[src/hdl/ckstep_pkg.sv]
// ----------------------------------------------------------------------------
// ckstep_pkg
// Shared types, constants, microprogram and arithmetic helpers for the
// clamped 2-D kinematics step block.
// ----------------------------------------------------------------------------
package ckstep_pkg;

   localparam int STEP_W = 3;
   localparam int PROD_W = 50;
   localparam int REQ_W  = 152;
   localparam int RSP_W  = 192;
   localparam int ADDR_W = 3;

   localparam logic [ADDR_W-1:0] REG_ACCEL_X      = 3'd0;
   localparam logic [ADDR_W-1:0] REG_ACCEL_Y      = 3'd1;
   localparam logic [ADDR_W-1:0] REG_MAX_SPEED_X  = 3'd2;
   localparam logic [ADDR_W-1:0] REG_MAX_SPEED_Y  = 3'd3;
   localparam logic [ADDR_W-1:0] REG_BOUND_BOTTOM = 3'd4;
   localparam logic [ADDR_W-1:0] REG_BOUND_TOP    = 3'd5;
   localparam logic [ADDR_W-1:0] REG_BOUND_RIGHT  = 3'd6;
   localparam logic [ADDR_W-1:0] REG_BOUND_LEFT   = 3'd7;

   localparam logic signed [31:0] Q_MAX = 32'sh7FFF_FFFF;
   localparam logic signed [31:0] Q_MIN = 32'sh8000_0000;

   localparam logic OP_STEP = 1'b0;
   localparam logic OP_LOAD = 1'b1;

   localparam logic [STEP_W-1:0] STEP_MUL_AX  = 3'd0;
   localparam logic [STEP_W-1:0] STEP_MUL_AY  = 3'd1;
   localparam logic [STEP_W-1:0] STEP_MUL_SX  = 3'd2;
   localparam logic [STEP_W-1:0] STEP_MUL_SY  = 3'd3;
   localparam logic [STEP_W-1:0] STEP_MOVE_Y  = 3'd4;
   localparam logic [STEP_W-1:0] STEP_LOAD    = 3'd5;

   typedef enum logic [2:0] {
      MUL_NONE,
      MUL_AX,
      MUL_AY,
      MUL_SX,
      MUL_SY
   } mul_sel_type;

   typedef struct packed {
      mul_sel_type       mul_sel;
      logic              acc_x;
      logic              acc_y;
      logic              move_x;
      logic              move_y;
      logic              load;
      logic              done;
      logic              jmp_load;
      logic [STEP_W-1:0] target;
   } ctrl_word_type;

   typedef struct packed {
      logic          take;
      logic          exec;
      ctrl_word_type cw;
   } dp_ctrl_type;

   localparam ctrl_word_type CW_NOP = '{
      mul_sel: MUL_NONE, acc_x: 1'b0, acc_y: 1'b0, move_x: 1'b0, move_y: 1'b0,
      load: 1'b0, done: 1'b0, jmp_load: 1'b0, target: STEP_MUL_AX};

   function automatic ctrl_word_type prog_word(input logic [STEP_W-1:0] step);
      ctrl_word_type cw;
      cw = CW_NOP;
      case (step)
         STEP_MUL_AX: begin
            cw.mul_sel  = MUL_AX;
            cw.jmp_load = 1'b1;
            cw.target   = STEP_LOAD;
         end
         STEP_MUL_AY: begin
            cw.mul_sel = MUL_AY;
            cw.acc_x   = 1'b1;
         end
         STEP_MUL_SX: begin
            cw.mul_sel = MUL_SX;
            cw.acc_y   = 1'b1;
         end
         STEP_MUL_SY: begin
            cw.mul_sel = MUL_SY;
            cw.move_x  = 1'b1;
         end
         STEP_MOVE_Y: begin
            cw.move_y = 1'b1;
            cw.done   = 1'b1;
         end
         STEP_LOAD: begin
            cw.load = 1'b1;
            cw.done = 1'b1;
         end
         default: begin
            cw.done = 1'b1;
         end
      endcase
      return cw;
   endfunction

   function automatic logic signed [31:0] sat32(input logic signed [33:0] v);
      logic signed [31:0] r;
      if (v > 34'(Q_MAX)) begin
         r = Q_MAX;
      end else if (v < 34'(Q_MIN)) begin
         r = Q_MIN;
      end else begin
         r = v[31:0];
      end
      return r;
   endfunction

   function automatic logic signed [31:0] accel_axis(
      input logic signed [31:0]       v,
      input logic signed [31:0]       a,
      input logic        [30:0]       vmax,
      input logic signed [PROD_W-1:0] prod
   );
      logic signed [PROD_W-1:0] rnd;
      logic signed [32:0]       inc;
      logic signed [32:0]       vm;
      logic signed [32:0]       v33;
      logic signed [32:0]       nv33;
      logic signed [31:0]       nv;
      logic                     go;
      rnd  = prod + PROD_W'(32768);
      inc  = rnd[48:16];
      vm   = {2'b00, vmax};
      v33  = {v[31], v};
      go   = (a > 32'sd0 && v33 < vm) || (a < 32'sd0 && v33 > -vm);
      nv   = go ? sat32({{2{v[31]}}, v} + {inc[32], inc}) : v;
      nv33 = {nv[31], nv};
      if (nv33 > vm) begin
         nv = vm[31:0];
      end
      return nv;
   endfunction

   function automatic logic signed [31:0] move_axis(
      input logic signed [31:0]       p,
      input logic signed [PROD_W-1:0] prod
   );
      logic signed [PROD_W-1:0] rnd;
      logic signed [32:0]       inc;
      rnd = prod + PROD_W'(65536);
      inc = rnd[49:17];
      return sat32({{2{p[31]}}, p} + {inc[32], inc});
   endfunction

endpackage

[src/hdl/ckstep_dp.sv]
// ----------------------------------------------------------------------------
// ckstep_dp
// Datapath: configuration registers, kinematic state, one shared multiplier
// and the accelerate, integrate and clamp units driven by the control word.
// ----------------------------------------------------------------------------
module ckstep_dp (
   input  logic                                 clock,
   input  logic                                 reset,
   input  ckstep_pkg::dp_ctrl_type              ctrl,
   input  logic                                 csr_we,
   input  logic [ckstep_pkg::ADDR_W-1:0]        csr_addr,
   input  logic [31:0]                          csr_wdata,
   input  logic [ckstep_pkg::REQ_W-1:0]         req_tdata,
   output logic [ckstep_pkg::RSP_W-1:0]         rsp_tdata
);

   logic signed [31:0] accel_x_ff, accel_y_ff;
   logic        [30:0] max_speed_x_ff, max_speed_y_ff;
   logic signed [31:0] bound_bottom_ff, bound_top_ff, bound_right_ff, bound_left_ff;

   logic signed [31:0] pos_x_ff, pos_y_ff, last_x_ff, last_y_ff, vel_x_ff, vel_y_ff;
   logic signed [31:0] pos_x_in, pos_y_in, last_x_in, last_y_in, vel_x_in, vel_y_in;
   logic signed [31:0] vold_x_ff, vold_y_ff;

   logic        [15:0] dt_ff;
   logic               apply_ff;
   logic signed [31:0] ld_pos_x_ff, ld_pos_y_ff, ld_vel_x_ff, ld_vel_y_ff;

   logic signed [ckstep_pkg::PROD_W-1:0] prod_ff, prod_in;
   logic signed [32:0]                   mul_a;
   logic signed [16:0]                   dt_s;

   logic [ckstep_pkg::RSP_W-1:0] rsp_tdata_ff;

   logic signed [31:0] px_t, py_t;
   logic               hit_x, hit_y;

   assign dt_s = {1'b0, dt_ff};

   always_comb begin
      case (ctrl.cw.mul_sel)
         ckstep_pkg::MUL_AX: mul_a = {accel_x_ff[31], accel_x_ff};
         ckstep_pkg::MUL_AY: mul_a = {accel_y_ff[31], accel_y_ff};
         ckstep_pkg::MUL_SX: mul_a = {vold_x_ff[31], vold_x_ff} + {vel_x_ff[31], vel_x_ff};
         ckstep_pkg::MUL_SY: mul_a = {vold_y_ff[31], vold_y_ff} + {vel_y_ff[31], vel_y_ff};
         default:            mul_a = '0;
      endcase
      prod_in = mul_a * dt_s;
   end

   always_comb begin
      pos_x_in  = pos_x_ff;
      pos_y_in  = pos_y_ff;
      last_x_in = last_x_ff;
      last_y_in = last_y_ff;
      vel_x_in  = vel_x_ff;
      vel_y_in  = vel_y_ff;
      px_t      = ckstep_pkg::move_axis(pos_x_ff, prod_ff);
      py_t      = ckstep_pkg::move_axis(pos_y_ff, prod_ff);
      hit_x     = 1'b0;
      hit_y     = 1'b0;

      if (px_t > bound_right_ff) begin
         px_t  = bound_right_ff;
         hit_x = 1'b1;
      end
      if (px_t < bound_left_ff) begin
         px_t  = bound_left_ff;
         hit_x = 1'b1;
      end
      if (py_t > bound_bottom_ff) begin
         py_t  = bound_bottom_ff;
         hit_y = 1'b1;
      end
      if (py_t < bound_top_ff) begin
         py_t  = bound_top_ff;
         hit_y = 1'b1;
      end

      if (ctrl.cw.acc_x && apply_ff) begin
         vel_x_in = ckstep_pkg::accel_axis(vel_x_ff, accel_x_ff, max_speed_x_ff, prod_ff);
      end
      if (ctrl.cw.acc_y && apply_ff) begin
         vel_y_in = ckstep_pkg::accel_axis(vel_y_ff, accel_y_ff, max_speed_y_ff, prod_ff);
      end
      if (ctrl.cw.move_x) begin
         pos_x_in  = px_t;
         last_x_in = hit_x ? px_t : pos_x_ff;
      end
      if (ctrl.cw.move_y) begin
         pos_y_in  = py_t;
         last_y_in = hit_y ? py_t : pos_y_ff;
         vel_y_in  = hit_y ? 32'sd0 : vel_y_ff;
      end
      if (ctrl.cw.load) begin
         pos_x_in  = ld_pos_x_ff;
         pos_y_in  = ld_pos_y_ff;
         last_x_in = ld_pos_x_ff;
         last_y_in = ld_pos_y_ff;
         vel_x_in  = ld_vel_x_ff;
         vel_y_in  = ld_vel_y_ff;
      end
   end

   always_ff @(posedge clock) begin
      if (reset) begin
         accel_x_ff      <= '0;
         accel_y_ff      <= '0;
         max_speed_x_ff  <= '1;
         max_speed_y_ff  <= '1;
         bound_bottom_ff <= ckstep_pkg::Q_MAX;
         bound_top_ff    <= ckstep_pkg::Q_MIN;
         bound_right_ff  <= ckstep_pkg::Q_MAX;
         bound_left_ff   <= ckstep_pkg::Q_MIN;
         pos_x_ff        <= '0;
         pos_y_ff        <= '0;
         last_x_ff       <= '0;
         last_y_ff       <= '0;
         vel_x_ff        <= '0;
         vel_y_ff        <= '0;
      end else begin
         if (csr_we) begin
            case (csr_addr)
               ckstep_pkg::REG_ACCEL_X:      accel_x_ff      <= csr_wdata;
               ckstep_pkg::REG_ACCEL_Y:      accel_y_ff      <= csr_wdata;
               ckstep_pkg::REG_MAX_SPEED_X:  max_speed_x_ff  <= csr_wdata[30:0];
               ckstep_pkg::REG_MAX_SPEED_Y:  max_speed_y_ff  <= csr_wdata[30:0];
               ckstep_pkg::REG_BOUND_BOTTOM: bound_bottom_ff <= csr_wdata;
               ckstep_pkg::REG_BOUND_TOP:    bound_top_ff    <= csr_wdata;
               ckstep_pkg::REG_BOUND_RIGHT:  bound_right_ff  <= csr_wdata;
               ckstep_pkg::REG_BOUND_LEFT:   bound_left_ff   <= csr_wdata;
               default: begin
               end
            endcase
         end
         if (ctrl.exec) begin
            pos_x_ff  <= pos_x_in;
            pos_y_ff  <= pos_y_in;
            last_x_ff <= last_x_in;
            last_y_ff <= last_y_in;
            vel_x_ff  <= vel_x_in;
            vel_y_ff  <= vel_y_in;
         end
      end
   end

   // payload: latch the item, hold the old velocity, advance the product, capture the result
   always_ff @(posedge clock) begin
      if (ctrl.take) begin
         dt_ff       <= req_tdata[15:0];
         apply_ff    <= req_tdata[16];
         ld_pos_x_ff <= req_tdata[48:17];
         ld_pos_y_ff <= req_tdata[80:49];
         ld_vel_x_ff <= req_tdata[112:81];
         ld_vel_y_ff <= req_tdata[144:113];
         vold_x_ff   <= vel_x_ff;
         vold_y_ff   <= vel_y_ff;
      end
      if (ctrl.exec) begin
         prod_ff <= prod_in;
      end
      if (ctrl.exec && ctrl.cw.done) begin
         rsp_tdata_ff <= {vel_y_in, vel_x_in, last_y_in, last_x_in, pos_y_in, pos_x_in};
      end
   end

   assign rsp_tdata = rsp_tdata_ff;

endmodule

[src/hdl/clamped_2d_kinematics_step.sv]
// ----------------------------------------------------------------------------
// clamped_2d_kinematics_step
// Two-axis Q16.16 kinematic integrator with acceleration, speed cap and
// clamped position bounds, run by a small microprogram.
// ----------------------------------------------------------------------------
// A step item runs five microprogram steps through one shared 33x17
// multiplier (X and Y acceleration products, then X and Y mean-velocity
// products), and its result is registered when the last step executes. A
// load item runs the first step and then jumps to the load step. A new item
// is accepted only while idle. The result sits in an output register, so the
// next item may be accepted while it waits; a finished item holds in its last
// step only if the previous result has still not been taken.
module clamped_2d_kinematics_step (
   input  logic                              clock,
   input  logic                              reset,
   input  logic                              req_tvalid,
   output logic                              req_tready,
   // step_time[15:0], apply_accel[16], load_pos_x[48:17], load_pos_y[80:49],
   // load_vel_x[112:81], load_vel_y[144:113], zero fill [151:145]
   input  logic [ckstep_pkg::REQ_W-1:0]      req_tdata,
   // op[0]
   input  logic                              req_tuser,
   output logic                              rsp_tvalid,
   input  logic                              rsp_tready,
   // pos_x[31:0], pos_y[63:32], prev_pos_x[95:64], prev_pos_y[127:96],
   // vel_x[159:128], vel_y[191:160]
   output logic [ckstep_pkg::RSP_W-1:0]      rsp_tdata,
   input  logic                              csr_we,
   input  logic [ckstep_pkg::ADDR_W-1:0]     csr_addr,
   input  logic [31:0]                       csr_wdata
);

   typedef enum logic {
      ST_IDLE,
      ST_RUN
   } state_type;

   state_type                       state_ff;
   logic [ckstep_pkg::STEP_W-1:0]   step_ff;
   logic                            op_ff;
   logic                            rsp_valid_ff;

   ckstep_pkg::ctrl_word_type       cw;
   ckstep_pkg::dp_ctrl_type         ctrl;
   logic                            take;
   logic                            stall;
   logic                            exec;

   assign cw         = ckstep_pkg::prog_word(step_ff);
   assign req_tready = (state_ff == ST_IDLE);
   assign take       = req_tvalid && req_tready;
   assign stall      = cw.done && rsp_valid_ff && !rsp_tready;
   assign exec       = (state_ff == ST_RUN) && !stall;
   assign rsp_tvalid = rsp_valid_ff;

   always_comb begin
      ctrl.take = take;
      ctrl.exec = exec;
      ctrl.cw   = cw;
   end

   always_ff @(posedge clock) begin
      if (reset) begin
         state_ff     <= ST_IDLE;
         step_ff      <= ckstep_pkg::STEP_MUL_AX;
         op_ff        <= ckstep_pkg::OP_STEP;
         rsp_valid_ff <= 1'b0;
      end else begin
         if (exec && cw.done) begin
            rsp_valid_ff <= 1'b1;
         end else if (rsp_valid_ff && rsp_tready) begin
            rsp_valid_ff <= 1'b0;
         end
         case (state_ff)
            ST_IDLE: begin
               if (take) begin
                  state_ff <= ST_RUN;
                  step_ff  <= ckstep_pkg::STEP_MUL_AX;
                  op_ff    <= req_tuser;
               end
            end
            ST_RUN: begin
               if (exec) begin
                  if (cw.done) begin
                     state_ff <= ST_IDLE;
                  end else if (cw.jmp_load && op_ff == ckstep_pkg::OP_LOAD) begin
                     step_ff <= cw.target;
                  end else begin
                     step_ff <= step_ff + 1'b1;
                  end
               end
            end
            default: begin
               state_ff <= ST_IDLE;
            end
         endcase
      end
   end

   ckstep_dp u_dp (
      .clock     (clock),
      .reset     (reset),
      .ctrl      (ctrl),
      .csr_we    (csr_we),
      .csr_addr  (csr_addr),
      .csr_wdata (csr_wdata),
      .req_tdata (req_tdata),
      .rsp_tdata (rsp_tdata)
   );

endmodule
[config.mk]
export PLATFORM = sky130hd
export DESIGN_NAME = clamped_2d_kinematics_step
export DESIGN_NICKNAME = d
export VERILOG_FILES = /design/src/hdl/ckstep_pkg.sv /design/src/hdl/ckstep_dp.sv /design/src/hdl/clamped_2d_kinematics_step.sv
export SDC_FILE = /design/constraint.sdc
export NUM_CORES = 2
export LEC_CHECK = 0
export BUFFER_PORTS_ARGS = -buffer_cell sky130_fd_sc_hd__buf_2
export CAP_MARGIN = 20
export CORE_MARGIN = 2
export CORE_UTILIZATION = 30
export DETAILED_ROUTE_END_ITERATION = 8
export PLACE_DENSITY = 0.43
export SLEW_MARGIN = 20
export SYNTH_ARGS = -nofsm -noshare
export SYNTH_HDL_FRONTEND = slang
export SYNTH_SLANG_ARGS = --single-unit
[constraint.sdc]
create_clock -name clock -period 25.8 [get_ports clock]
set_clock_uncertainty 0.15 [all_clocks]
set_input_delay 5.16 -clock clock [delete_from_list [all_inputs] [get_ports clock]]
set_output_delay 5.16 -clock clock [all_outputs]
set_load 0.005 [all_outputs]
==> results.json <==
{
  "grt_max_degree": 140,
  "min_period_ns": 15.22,
  "rsz0062_at_grt": "false",
  "syn-mean-instance-area_sq_um": 8.754,
  "cts_setup_buffers": 0,
  "grtUsageTotal_pct": 25.27,
  "worstPathMaxFanout": 34,
  "worst-endpoint-arrival_ns": 15.60,
  "synth.area.top_cells": "edfxtp_1 (17%), fa_1 (13%), dfxtp_1 (12%)",
  "ys_seq_area_share_pct": 29.07,
  "remaining_drc_errors": 0,
  "ys.warnings.count": 0,
  "cpMaxStageDelayCell": "o311ai_0",
  "hold_viol_final": 0,
  "clockBufferDepth": 3,
  "most-common-layout-cells": "nand2_1 (1294), inv_1 (826), ha_1 (635)",
  "cp_slowest_stage_delay_ns": 0.99,
  "yosys.cell_types.count": 102,
  "grt_overflow": 0,
  "clock_tree.root_cell": "clkbuf_16",
  "crit_top_cell": "a21o_1",
  "crit_path_end": "u_dp.rsp_tdata[24]$_DFFE_PP_",
  "cp_top_family": "compound AO/OA/AOI/OAI gates",
  "yosys.area.top_type": "edfxtp_1",
  "critPathRequiredTime_ns": 26.18,
  "min_path_type": "flop to flop",
  "path_clk_slew_ns": 0.07,
  "powerDensity_nw_per_um2": 96.33,
  "ant_nets": 0,
  "clock_power_share_pct": 19.5,
  "power_leakage_nw": 36.28,
  "clkLatencyLatePin_ns": 0.81,
  "largest_reg_flops": 192,
  "worstSetupEndpointType": "flop",
  "viasPerCell": 5.443,
  "cts_resized": 0,
  "nets": 10220,
  "die_area_sq_um": 258000,
  "antenna_found_initial": 26,
  "reg2reg_depth": 43,
  "pwr-share-seq_pct": 21.7,
  "ys.flop_type": "dfxtp_1",
  "fp.coreArea_sq_um": 251900,
  "slew_violations": 0,
  "crit_start": "u_dp.prod_ff[16]$_DFFE_PP_",
  "fin_ws_ns": 10.58,
  "r2r_start": "u_dp.prod_ff[16]$_DFFE_PP_",
  "p_int_mw": 4.182,
  "clock_sinks": 888,
  "swShare_pct": 49.33,
  "tns_ns": 0,
  "io_buffers": 379,
  "wl_mm": 333.6,
  "drt_iter0_drc": 5581,
  "startpoint_type": "flop",
  "r2r_slack_ns": 10.58,
  "period_share_pct": 58.99,
  "grt_pass1_vias": 67260,
  "drt-pass1-iter-count": 8,
  "worst_pin_slew_ns": 1.183,
  "fmax_mhz": 65.70,
  "cp.depth": 43,
  "gp_congestion": 0.9448,
  "rows": 184,
  "layout_commonest_cell": "nand2_1",
  "initial_core_util_pct": 30.24,
  "syn_to_final_growth_pct": 12.49,
  "dp_hpwl_mm": 249.5,
  "worstReg2RegEnd": "u_dp.rsp_tdata[24]$_DFFE_PP_",
  "ir_drop_v": 0.0001128,
  "ios": 387,
  "htreeDepth": 3,
  "cts_tree": "done",
  "cts_buffers": 111,
  "syn_inst": 8702,
  "dieHeight_um": 507.9,
  "layout-drive-gt1-share_pct": 10.11,
  "power_frac_comb_pct": 58.8,
  "max-cap-violations": 0,
  "synth.net_count": 10040,
  "synth_edf_count": 436,
  "place_ws_ns": 11.05,
  "ys_ff_latch": 888,
  "async_reset_ff_share_pct": 0,
  "cts_hold_buf": 0,
  "outcome": "finished, final reports clean",
  "die_x_um": 507.9,
  "finalSetupViolCount": 0,
  "relSlewSlack_pct": 20.88,
  "fin_util_pct": 34.02,
  "critPathBufInv": 3,
  "yosysTopAreaCellShare_pct": 17.19,
  "worst-setup-path-type": "flop to flop",
  "wl_per_cell_um": 27.03,
  "syn_area_sq_um": 76170,
  "via_count": 67170,
  "grt_pass1_wl_mm": 477.9,
  "power_switching_mw": 4.072
}
-- through the flow --
stage / power [mW] / instances / hold slack, ns / cell area (sq um)
6_report: 8.254 / 12340 / 0.3080 / 85680
5_1_grt: 8.816 / 12330 / 0.3216 / 85660
4_1_cts: 8.275 / 12330 / 0.3082 / 85650
3_5_place_dp: 6.614 / 12120 / 0.2996 / 82000
3_3_place_gp: 6.599 / 12120 / 0.2934 / 81970
2_1_floorplan: 4.926 / 8702 / 0.2863 / 76170
-- cell type report --
type	instances	area (sq um)
clock buffer	147	2994
tap	3348	4189
sequential	888	22140
clock inverter	63	653.1
antenna	10	25.02
multi-input combinational	6492	49220
inverter	830	3138
timing repair buffer	563	3326
fill	26290	166200
-- cells in the mapped netlist, types with 32 or more instances --
master,count
fa_1,507
a21oi_1,599
nand4_1,99
xor2_1,98
inv_1,829
a311oi_1,49
dfxtp_1,452
and2_1,219
nand2b_1,50
ha_1,636
a211o_1,32
mux2i_1,38
nand2_1,1297
buf_2,36
nor2b_1,48
nor3_1,110
and3_1,61
nor2_1,428
a211oi_1,63
clkbuf_1,378
o211ai_1,196
nor4_1,44
o21bai_1,42
edfxtp_1,436
a31oi_1,158
nand3_1,142
o21ai_1,40
a21o_1,221
mux2_2,33
xnor2_1,219
o22ai_1,44
a22oi_1,64
o21ai_0,450
o21a_1,86
-- routing by layer --
layer / wire [um] / global-route usage, %
met3: 17510 / 3.328
met5: 75 / 0
met2: 156700 / 42.10
met1: 140300 / 32.01
met4: 18970 / 12.74
-- worst min-delay path by stage --
stage,startpoint,endpoint,slack (ns),depth (start not counted)
finish,u_dp.bound_left_ff[16]$_SDFFE_PP0P_,u_dp.bound_left_ff[16]$_SDFFE_PP0P_,0.31,2
global placement,u_dp.bound_top_ff[10]$_SDFFE_PP0P_,u_dp.bound_top_ff[10]$_SDFFE_PP0P_,0.29,2
global route,u_dp.bound_left_ff[2]$_SDFFE_PP0P_,u_dp.bound_left_ff[2]$_SDFFE_PP0P_,0.32,2
floorplan,u_dp.bound_left_ff[10]$_SDFFE_PP0P_,u_dp.bound_left_ff[10]$_SDFFE_PP0P_,0.29,2
CTS,u_dp.bound_left_ff[16]$_SDFFE_PP0P_,u_dp.bound_left_ff[16]$_SDFFE_PP0P_,0.31,2
detailed placement,u_dp.bound_left_ff[16]$_SDFFE_PP0P_,u_dp.bound_left_ff[16]$_SDFFE_PP0P_,0.30,2
-- worst min-delay path, delay by kind of cell, from the launching register on --
kind	cells	cell delay, ns
flip-flops	1	0.31
AND/OR/NAND/NOR	1	0.05
AO/OA/AOI/OAI	1	0.05
-- power groups by stage --
stage	Clock (mW)	Combinational, mW	Sequential, mW
6_report	1.61	4.85	1.79
3_3_place_gp	0	4.79	1.81
2_1_floorplan	0	3.19	1.74
5_1_grt	1.71	5.32	1.79
4_1_cts	1.66	4.84	1.78
3_5_place_dp	0	4.80	1.81
-- cells by family after synthesis --
| family | count (synthesis) | synth area share (%) |
|---|---|---|
| fa+ha+maj | 1143 | 23.77 |
| mux | 72 | 1.002 |
| buf+inv | 1322 | 6.743 |
| compound gates | 2370 | 20.45 |
| flops | 888 | 29.07 |
| simple gates | 2590 | 15.32 |
| xor+xnor | 317 | 3.645 |
(Power assumes the default switching activity.)
